### src/design/tsnm_pkg.sv
// Shared types, constants and register indexes for the tangent-space normal map core.
// Depends on nothing; every other design file imports it.
package tsnm_pkg;

    // Width of a vector component entering the normalising pipeline.
    localparam int NORM_W     = 56;
    // Bit-serial square root: one result bit per stage.
    localparam int SQRT_STEPS = 31;
    // Restoring division: one quotient bit per stage.
    localparam int DIV_STEPS  = 16;
    // Register stages through one normaliser.
    localparam int NORM_LAT   = 5 + SQRT_STEPS + DIV_STEPS + 1;

    localparam logic signed [15:0] Q14_ONE  = 16'sd16384;
    localparam logic signed [15:0] Q14_HALF = 16'sd8192;
    localparam logic [15:0]        Q14_MAX  = 16'd32767;

    typedef enum logic [2:0] {
        REG_DISABLE   = 3'd0,
        REG_NORMAL    = 3'd1,
        REG_TANGENT   = 3'd2,
        REG_BITANGENT = 3'd3,
        REG_SCALE_X   = 3'd4,
        REG_SCALE_Y   = 3'd5,
        REG_EPSILON   = 3'd6
    } reg_idx_t;

    typedef logic [2:0][15:0] vec16_t;
    typedef logic [2:0][17:0] vec18_t;

    typedef struct packed {
        logic        disable_mode;
        logic        normal_default;
        logic        tangent_default;
        logic        bitangent_default;
        logic [15:0] scale_x;
        logic [15:0] scale_y;
        logic [31:0] epsilon_threshold;
    } cfg_t;

endpackage

### src/design/tsnm_cfg.sv
// Configuration register file of the tangent-space normal map core, on an APB-style port.
// Depends on tsnm_pkg for the register indexes and the cfg_t bundle.
module tsnm_cfg import tsnm_pkg::*; (
    input  logic        aclk,
    input  logic        aresetn,
    input  logic        psel,
    input  logic        penable,
    input  logic        pwrite,
    input  logic [4:0]  paddr,
    input  logic [31:0] pwdata,
    output logic [31:0] prdata,
    output logic        pready,
    output cfg_t        cfg
);

    cfg_t cfg_reg;
    logic wr_en;

    assign pready = 1'b1;
    assign wr_en  = psel & penable & pwrite;
    assign cfg    = cfg_reg;

    always_ff @(posedge aclk) begin
        if (!aresetn) begin
            cfg_reg.disable_mode      <= 1'b0;
            cfg_reg.normal_default    <= 1'b1;
            cfg_reg.tangent_default   <= 1'b1;
            cfg_reg.bitangent_default <= 1'b1;
            cfg_reg.scale_x           <= 16'd4096;
            cfg_reg.scale_y           <= 16'd4096;
            cfg_reg.epsilon_threshold <= 32'd16;
        end else if (wr_en) begin
            case (paddr[4:2])
                REG_DISABLE:   cfg_reg.disable_mode      <= pwdata[0];
                REG_NORMAL:    cfg_reg.normal_default    <= pwdata[0];
                REG_TANGENT:   cfg_reg.tangent_default   <= pwdata[0];
                REG_BITANGENT: cfg_reg.bitangent_default <= pwdata[0];
                REG_SCALE_X:   cfg_reg.scale_x           <= pwdata[15:0];
                REG_SCALE_Y:   cfg_reg.scale_y           <= pwdata[15:0];
                REG_EPSILON:   cfg_reg.epsilon_threshold <= pwdata;
                default: ;
            endcase
        end
    end

    always_comb begin
        case (paddr[4:2])
            REG_DISABLE:   prdata = {31'd0, cfg_reg.disable_mode};
            REG_NORMAL:    prdata = {31'd0, cfg_reg.normal_default};
            REG_TANGENT:   prdata = {31'd0, cfg_reg.tangent_default};
            REG_BITANGENT: prdata = {31'd0, cfg_reg.bitangent_default};
            REG_SCALE_X:   prdata = {16'd0, cfg_reg.scale_x};
            REG_SCALE_Y:   prdata = {16'd0, cfg_reg.scale_y};
            REG_EPSILON:   prdata = cfg_reg.epsilon_threshold;
            default:       prdata = 32'd0;
        endcase
    end

endmodule

### config.mk
export PLATFORM = sky130hd
export DESIGN_NAME = tsnm_cfg
export DESIGN_NICKNAME = d
export VERILOG_FILES = /design/src/design/tsnm_pkg.sv /design/src/design/tsnm_cfg.sv
export SDC_FILE = /design/constraint.sdc
export NUM_CORES = 1
export LEC_CHECK = 0
export BUFFER_PORTS_ARGS = -buffer_cell sky130_fd_sc_hd__buf_4
export CAP_MARGIN = 20
export CORE_MARGIN = 5
export CORE_UTILIZATION = 40
export DETAILED_ROUTE_END_ITERATION = 12
export GPL_TIMING_DRIVEN = 0
export HOLD_SLACK_MARGIN = 0.02
export PLACE_DENSITY = 0.7
export SKIP_CTS_REPAIR_TIMING = 1
export SKIP_LAST_GASP = 1
export SLEW_MARGIN = 5
export SYNTH_ARGS = -nofsm -noshare
export SYNTH_HDL_FRONTEND = slang
export SYNTH_SLANG_ARGS = --single-unit
### constraint.sdc
create_clock -name aclk -period 3 [get_ports aclk]
set_clock_uncertainty 0.05 [all_clocks]
set_input_delay 0.6 -clock aclk [delete_from_list [all_inputs] [get_ports aclk]]
set_output_delay 0.6 -clock aclk [all_outputs]
set_load 0.005 [all_outputs]
Word level (Yosys, flattened, before mapping)
Index checks and enable logic that the tools add are counted.
{"block": "word_totals", "regBits": 68, "latchBits": 0, "ram_bits": 0, "rom_bits": 0, "in_bits": 42, "output_inout_bits": 101, "word_cells": 24, "n_memories": 0}
{"block": "classes", "add_sub_neg": 0, "n_mul": 0, "div_mod_pow": 0, "n_lt_le_gt_ge": 0, "n_eq_ne": 6, "shift": 0, "mux": 1, "bitwise_logic": 2, "n_reduce_logical": 8}
{"cell": "32-bit case mux with 7 select lines", "n": 1}
{"cell": "2-bit AND reduction", "n": 7}
{"cell": "3-bit == test, second input constant", "n": 3}
{"cell": "3-bit by 2-bit == test with 1-bit output, second input constant", "n": 2}
{"cell": "3-bit by 1-bit == test with 1-bit output, second input constant", "n": 1}
{"cell": "3-bit zero test", "n": 1}
{"cell": "1-bit AND", "n": 2}

Longest topological paths before layout
Gate-level depths: netlist of the first run.
{"block": "depth", "word_depth": 3, "ltp_mapped": 5, "mapped_depth_nobuf": 3}

Worst setup path after synthesis of the first run
Ideal clock, no wire load.
{"block": "synth_timing", "path_kind": "in2out", "startpoint": "in paddr[2]", "endpoint": "out prdata[0]", "arrival_time_ns": 1.537, "setup_slack_ns": 0.813, "stages": 3, "cell_sequence": "buf_2 > mux4_2 > mux2_2"}
{"block": "synth_via", "elab_chain_len": 2, "word_cells_on_any_way": 8}
{"element": "start: declaration", "line_no": "tsnm_cfg.sv:9", "source": "input logic [4:0] paddr,"}
{"element": "3-bit == test, or another cell as far along", "line_no": "tsnm_cfg.sv:47", "source": "case (paddr[4:2])"}
{"element": "32-bit case mux with 7 select lines (*)", "line_no": "tsnm_cfg.sv:47"}
{"element": "end: declaration", "line_no": "tsnm_cfg.sv:11", "source": "output logic [31:0] prdata,"}
Every way passes the cells marked *; elsewhere a longest branch is shown, timed or not.

Worst setup path after layout of the first run
{"block": "layout_timing", "startpoint": "in paddr[2]", "endpoint": "out prdata[22]"}
The elaborated chain is that of the path after synthesis.

==> out/qor.yml, run 1 <==
status: "finished, final reports clean"
total_power_uw: 1750
drt_iter0_drc: 78
seqPwrFrac: 0.522
cp_cell_sequence: "buf_4, buf_2, and3b_1, clkbuf_1, and2_1, buf_4"
multi_input_area_sq_mm: 0.00170
fp.dieW_microns: 99.6
slew_headroom: 0.599
grt_pass1_wl_microns: 16000
cp.arrival_ns: 1.93
slowest_delay_ns: 0.37
cts_root_buf: "clkbuf_8"
final_nets: 536
largest_reg_flops: 68
clkPwrFrac: 0.380
top_layer_used: "met4"
synth-seq-area-share: 0.424
dpl-instance-area_sq_mm: 0.00438
synth.area.top_cells: "dfxtp_1 (42%), mux2i_1 (25%), nand2_1 (11%)"
ios: 143
combPwrFrac: 0.098
async_flop_share: 0
fillers: 729
cp.required_ns: 2.35
cellPowerDensity_mw_per_mm2: 385
fp.dieH_microns: 99.6
netlist.area_leader.share: 0.424
grtUsageTotal: 0.204
synthFlopType: "dfxtp_1"
period_share: 0.860
drv_slew: 0
dp_hpwl_microns: 7490
synthCells: 345
cts.sink_count: 68
antenna_cells: 0
end_kind: "output port"
critPathKind: "in -> out"
drc: 0
synth.most_common_cell: "nand2_1"
critPathMostFrequentCell: "buf_4"
seqCellArea_sq_mm: 0.00136
cts_tree: "done"
maxCapViolCount: 0
vias: 2965
crit_fanout: 10
core-area_sq_mm: 0.00777
clk_path_buf_depth: 2
wl_microns: 10100
drtPass1Iterations: 4
wl_met1_microns: 4320
rsz0062_at_grt: "false"
finalSetupTns_ns: 0
path_clk_slew_ns: 0.07
max-vdd-ir-drop_v: 0.000230
cell_internal_pwr_uw: 1300
place_ws_ns: 0.359
insertion_delay_ns: 0.34
grt_max_degree: 12
startpoint: "paddr[2]"
tightest_slew_ns: 0.602
place_congestion: 0.769
ys_ff_latch: 68
synthTopCellsByCount: "nand2_1 (95), mux2i_1 (80), dfxtp_1 (68)"
gr-total-overflow: 0
syn_area_sq_mm: 0.00321
hp-class: "reg -> reg"
max_freq_mhz: 387
p_sw_uw: 447
start_util: 0.414
vias_per_cell: 4.93
switching_share: 0.255
synth_warnings: 0
r2r_end: "cfg[65]$_SDFFE_PN1P_"
cellLeakagePower_uw: 0.00208
r2r_start: "cfg[65]$_SDFFE_PN1P_"
r2r_slack_ns: 2.24
critPathCapture: "prdata[22]"
cp-start-kind: "input port"
ant_nets: 0
finalWorstSetupSlack_ns: 0.419
numPortBuffers: 138
wl_met2_microns: 4800
hold_viol: 0
drive_gt1_frac: 0.341
yosysUniqueCellTypes: 26
die_area_sq_mm: 0.00993
cts-buffers-inserted: 9
grt_pass1_vias: 3080
rows: 32
wl_per_cell_microns: 16.7
finalSetupViolCount: 0
syn_area_per_cell_sq_um: 9.32
antenna_found_initial: 0
cts.htree.levels: 3
route.met3.wl_microns: 838
syn_nets: 387
reg2regPathDepth: 2
cp_slowest_cell: "and3b_1"
synth-edff-count: 0
period_needed_ns: 2.58
syn2layout_area_growth_pct: 41.5
yosysTopAreaCell: "dfxtp_1"
design_area_sq_mm: 0.00455
[layer usage]
layer  vias up  GRT usage
met5         -          0
met4         0     0.0504
met3        10     0.0729
met2       103      0.342
met1      1387      0.251
li1       1465          -
[critical path: cells and delay by family]
kind	cells	cell delay, ns
buffers and inverters	4	0.76
and+or+nand+nor	2	0.56
[layout by cell type, fill, tap and decap left out, drive strengths merged, types with 5 or more instances in the layout]
master and count:
buf 151, nand2 95, mux2i 80, dfxtp 68
and2 31, clkbuf 25, o2bb2ai 15, o21ai 5
[area by class of cell]
class,count,area share
plain buffers,27,0.0330
clock buffers,11,0.0311
clock inverters,5,0.00605
inverters,2,0.00165
multi-input cells,248,0.373
flip-flops and latches,68,0.299
well taps,102,0.0281
repair buffers,138,0.228
[worst min-delay path by stage]
stage                         start  cells after the start                    to  slack, ns
2_1_floorplan  cfg[16]$_SDFFE_PN0P_                      2  cfg[16]$_SDFFE_PN0P_       0.41
3_3_place_gp   cfg[19]$_SDFFE_PN0P_                      2  cfg[19]$_SDFFE_PN0P_       0.41
3_5_place_dp   cfg[27]$_SDFFE_PN0P_                      2  cfg[27]$_SDFFE_PN0P_       0.42
4_1_cts        cfg[30]$_SDFFE_PN0P_                      2  cfg[30]$_SDFFE_PN0P_       0.43
5_1_grt                  pwdata[17]                      3  cfg[17]$_SDFFE_PN0P_       0.45
6_report       cfg[30]$_SDFFE_PN0P_                      2  cfg[30]$_SDFFE_PN0P_       0.42
[power by group through the flow]
stage	Combinational, uW	Clock, uW	Sequential, uW
4_1_cts	175	669	915
5_1_grt	189	719	915
6_report	172	665	915
3_3_place_gp	171	0	935
2_1_floorplan	82.1	0	935
3_5_place_dp	174	0	936
[through the flow]
stage          utilization  hold slack [ns]  cells
3_5_place_dp         0.564            0.416    585
6_report             0.585            0.422    601
4_1_cts              0.585            0.426    601
5_1_grt              0.585            0.445    601
3_3_place_gp         0.564            0.406    585
2_1_floorplan            -            0.410    345
[logic make-up after synthesis]
group / synth area share
other cells: 0.00117
flops: 0.424
compound gates: 0.0596
simple gates: 0.207
buf+inv: 0.0490
mux: 0.260
No activity file was read; power rests on OpenSTA's default activity.
==> run 2: changes to the inputs <==
- CORE_ASPECT_RATIO: not set -> 1.75
- clock period: 3 -> 3.2 ns (I/O delays scaled with it)
==> out/qor.yml, run 2 (synthesis gave the netlist of run 1 again) <==
period_needed_ns: 2.74
cts_tree: "done"
core-area_sq_mm: 0.00791  # +1.8%
hold_viol: 0  # unchanged
syn2layout_area_growth_pct: 45.2
r2r_end: "cfg[64]$_SDFFE_PN1P_"
ios: 143  # unchanged
reg2regPathDepth: 2  # unchanged
drtPass1Iterations: 4  # unchanged
r2r_start: "cfg[64]$_SDFFE_PN1P_"
numPortBuffers: 138  # unchanged
period_share: 0.858
dp_hpwl_microns: 7690  # +2.7%
grt_pass1_vias: 3066  # -0.45%
antenna_found_initial: 0  # unchanged
insertion_delay_ns: 0.32  # -0.02 ns
place_congestion: 0.802  # +4.3%
cts_root_buf: "clkbuf_16"
drt_iter0_drc: 111  # +42%
placed_cells: 573  # -2.1%
vias_per_cell: 5.06  # +2.5%
drc: 0  # unchanged
cp-start-kind: "input port"
critPathKind: "in -> out"
finalSetupTns_ns: 0  # unchanged
vias: 2978  # +0.44%
crit_fanout: 10  # unchanged
ant_nets: 0  # unchanged
cellPowerDensity_mw_per_mm2: 431  # +12%
r2r_slack_ns: 2.45  # +0.21 ns
hold_start: "cfg[20]$_SDFFE_PN0P_"
final_cell_mix: "buf_4 (144), nand2_1 (95), mux2i_1 (80)"
clk_path_buf_depth: 2  # unchanged
path_clk_slew_ns: 0.05  # -0.02 ns
final_common_cell: "buf_4"
dpl-instance-area_sq_mm: 0.00436  # -0.34%
end_kind: "output port"
grt_max_degree: 12  # unchanged
largest_reg_flops: 68  # unchanged
design_area_sq_mm: 0.00467  # +2.6%
status: "finished, final reports clean"
finalSetupViolCount: 0  # unchanged
start_util: 0.406  # -0.00740
cts-buffers-inserted: 9  # unchanged
grt_pass1_wl_microns: 15700  # -1.8%
antenna_cells: 0  # unchanged
tightest_slew_ns: 0.608  # +0.00579 ns
cts.htree.levels: 3  # unchanged
stdcell_count: 589  # -2.0%
max-vdd-ir-drop_v: 0.000303  # +32%
cellLeakagePower_uw: 0.00214  # +2.9%
rsz0062_at_grt: "false"
max_freq_mhz: 364
drive_gt1_frac: 0.341  # unchanged
cp.arrival_ns: 2.05  # +0.12 ns
rows: 43  # +34%
hp-class: "reg -> reg"
drv_slew: 0  # unchanged
wl_microns: 10100  # +0.30%
final_nets: 536  # unchanged
slew_headroom: 0.595  # -0.00386
cts.sink_count: 68  # unchanged
fp.dieW_microns: 77.8  # -22%
fp.dieH_microns: 129  # +29%
die_area_sq_mm: 0.0100  # +0.72%
cp.required_ns: 2.51  # +0.16 ns
wl_per_cell_microns: 17.1  # +2.3%
maxCapViolCount: 0  # unchanged
grtUsageTotal: 0.199  # -0.00563
min_to: "cfg[20]$_SDFFE_PN0P_"
gr-total-overflow: 0  # unchanged
hold_depth: 2  # unchanged
-- run 2: how the worst max path moves through the flow --
stage	startpoint	endpoint	slack (ns)
final	paddr[2]	prdata[19]	0.46
after global routing	paddr[2]	prdata[22]	0.33
after CTS	paddr[2]	prdata[19]	0.43
after detailed placement	paddr[2]	prdata[19]	0.43
after global placement	paddr[2]	prdata[23]	0.45
after floorplan	paddr[2]	prdata[0]	0.93
-- run 2: power breakdown --
| part | internal, uW | switching (uW) |
|---|---|---|
| logic | 74.0 | 87.9 |
| clock network | 643 | 347 |
| registers | 854 | 5.41 |
| total | 1570 | 441 |
-- run 2: per-stage QoR --
stage	utilization	power [uW]	worst slack (ns)	hold slack (ns)
final	0.590	2010	0.456	0.419
after global routing	0.590	2080	0.332	0.437
after CTS	0.590	2020	0.430	0.421
after detailed placement	0.552	1040	0.433	0.412
after global placement	0.552	1040	0.450	0.406
after floorplan	-	954	0.933	0.410
-- run 2: area by class of cell --
cell class              instances  area, sq um
plain buffers                  27          150
clock buffers                  12          256
clock inverters                 4         47.5
fillers                       734         3240
inverters                       2         7.51
multi-input cells             248         1700
flip-flops and latches         68         1360
well taps                      90          113
repair buffers                138         1040
-- run 2: routing by layer --
| metal | part of all wire | global-route usage | vias to the layer above | wire, microns |
|---|---|---|---|---|
| met5 | 0 | 0 | - | 0 |
| met4 | 0.020 | 0.0719 | 0 | 203 |
| li1 | - | - | 1462 | - |
| met1 | 0.37 | 0.207 | 1398 | 3700 |
| met2 | 0.55 | 0.376 | 104 | 5550 |
| met3 | 0.062 | 0.0490 | 14 | 626 |
-- run 2: worst max-delay path, cell delays in order --
cell and delay, ns:
buf_4 0.12, buf_2 0.20, and3b_1 0.38, clkbuf_1 0.41, and2_1 0.20, buf_4 0.11
==> run 3: changes to the inputs <==
- CTS_BUF_LIST: not set -> sky130_fd_sc_hd__clkbuf_8
==> out/qor.yml, run 3 (synthesis gave the netlist of run 1 again) <==
critPathKind: "in -> out"
cts_tree: "done"
rsz0062_at_grt: "false"
die_area_sq_mm: 0.0100  # unchanged
max-vdd-ir-drop_v: 0.000281  # -7.4%
grtUsageTotal: 0.199  # about the same
clk_path_buf_depth: 2  # unchanged
finalWorstSetupSlack_ns: 0.462  # +0.00576 ns
final_common_cell: "buf_4"
slew_headroom: 0.605  # +0.00982
vias_per_cell: 5.06  # +0.17%
vias: 2983  # +0.17%
finalSetupViolCount: 0  # unchanged
period_share: 0.856  # -0.00180
finalSetupTns_ns: 0  # unchanged
cellLeakagePower_uw: 0.00210  # -2.0%
syn2layout_area_growth_pct: 42.0
cp.arrival_ns: 2.05  # about the same
final_cell_mix: "buf_4 (144), nand2_1 (95), mux2i_1 (80)"
drc: 0  # unchanged
numPortBuffers: 138  # unchanged
multi_input_area_sq_mm: 0.00170  # unchanged
grt_max_degree: 12  # unchanged
cts_root_buf: "clkbuf_8"
largest_reg_flops: 68  # unchanged
seqCellArea_sq_mm: 0.00136  # unchanged
fp.dieH_microns: 129  # unchanged
core-area_sq_mm: 0.00791  # unchanged
hold_viol: 0  # unchanged
cts.htree.levels: 3  # unchanged
wl_microns: 10000  # -0.41%
period_needed_ns: 2.74  # -0.00576 ns
start_util: 0.406  # unchanged
tightest_slew_ns: 0.593  # -0.0147 ns
cts.sink_count: 68  # unchanged
fillers: 745  # +1.5%
drtPass1Iterations: 4  # unchanged
wl_per_cell_microns: 17.1  # -0.41%
maxCapViolCount: 0  # unchanged
fp.dieW_microns: 77.8  # unchanged
cp.required_ns: 2.51  # about the same
cp-start-kind: "input port"
antenna_cells: 0  # unchanged
fin_hold_ws_ns: 0.421  # +0.00124 ns
insertion_delay_ns: 0.33  # about the same
dpl-instance-area_sq_mm: 0.00436  # unchanged
max_freq_mhz: 365  # +0.21%
grt_pass1_wl_microns: 15700  # about the same
path_clk_slew_ns: 0.06  # about the same
gr-total-overflow: 0  # unchanged
ios: 143  # unchanged
cellPowerDensity_mw_per_mm2: 379  # -12%
dp_hpwl_microns: 7690  # unchanged
place_ws_ns: 0.433  # unchanged
ant_nets: 0  # unchanged
rows: 43  # unchanged
final_nets: 536  # unchanged
hp-class: "reg -> reg"
drive_gt1_frac: 0.341  # unchanged
cts-buffers-inserted: 9  # unchanged
crit_fanout: 10  # unchanged
drv_slew: 0  # unchanged
antenna_found_initial: 0  # unchanged
end_kind: "output port"
drt_iter0_drc: 102  # -8.1%
grt_pass1_vias: 3046  # -0.65%
design_area_sq_mm: 0.00457  # -2.2%
place_congestion: 0.802  # unchanged
status: "finished, final reports clean"
utilization: 0.577  # -0.0128
[run 3: area by class of cell]
class / count / share of cell area
multi-input combinational: 248 / 0.371
sequential: 68 / 0.298
timing repair buffer: 138 / 0.227
clock buffer: 11 / 0.0332
buffer: 27 / 0.0329
tap: 90 / 0.0247
clock inverter: 5 / 0.0112
inverter: 2 / 0.00164
[run 3: final timing paths]
check,depth (start not counted),slack [ns],to,startpoint
hold / removal,2,0.42,cfg[21]$_SDFFE_PN0P_,cfg[21]$_SDFFE_PN0P_
setup / recovery,6,0.46,prdata[19],paddr[2]
setup reg to reg,2,2.45,cfg[64]$_SDFFE_PN1P_,cfg[64]$_SDFFE_PN1P_
hold reg to reg,2,0.42,cfg[21]$_SDFFE_PN0P_,cfg[21]$_SDFFE_PN0P_
[run 3: report_power, final]
part	leakage, uW	internal, uW	total, uW	switching, uW
clock network	0.000107	397	711	314
logic	0.00144	74.0	162	87.6
registers	0.000548	852	858	5.41
total	0.00210	1320	1730	407
[run 3: metal layers]
| layer | track usage | wire length [microns] | up-vias |
|---|---|---|---|
| li1 | - | - | 1459 |
| met1 | 0.206 | 3620 | 1407 |
| met2 | 0.377 | 5570 | 96 |
| met3 | 0.0511 | 611 | 21 |
| met4 | 0.0719 | 238 | 0 |
| met5 | 0 | 0 | - |
[run 3: worst max-delay path: stages]
cell      delay [ns]
buf_4           0.12
buf_2           0.20
and3b_1         0.38
clkbuf_1        0.41
and2_1          0.20
buf_4           0.11
[run 3: through the flow]
stage | instances | power, uW
5_1_grt | 589 | 1800
6_report | 589 | 1730
3_3_place_gp | 573 | 1040
2_1_floorplan | 345 | 954
3_5_place_dp | 573 | 1040
4_1_cts | 589 | 1740
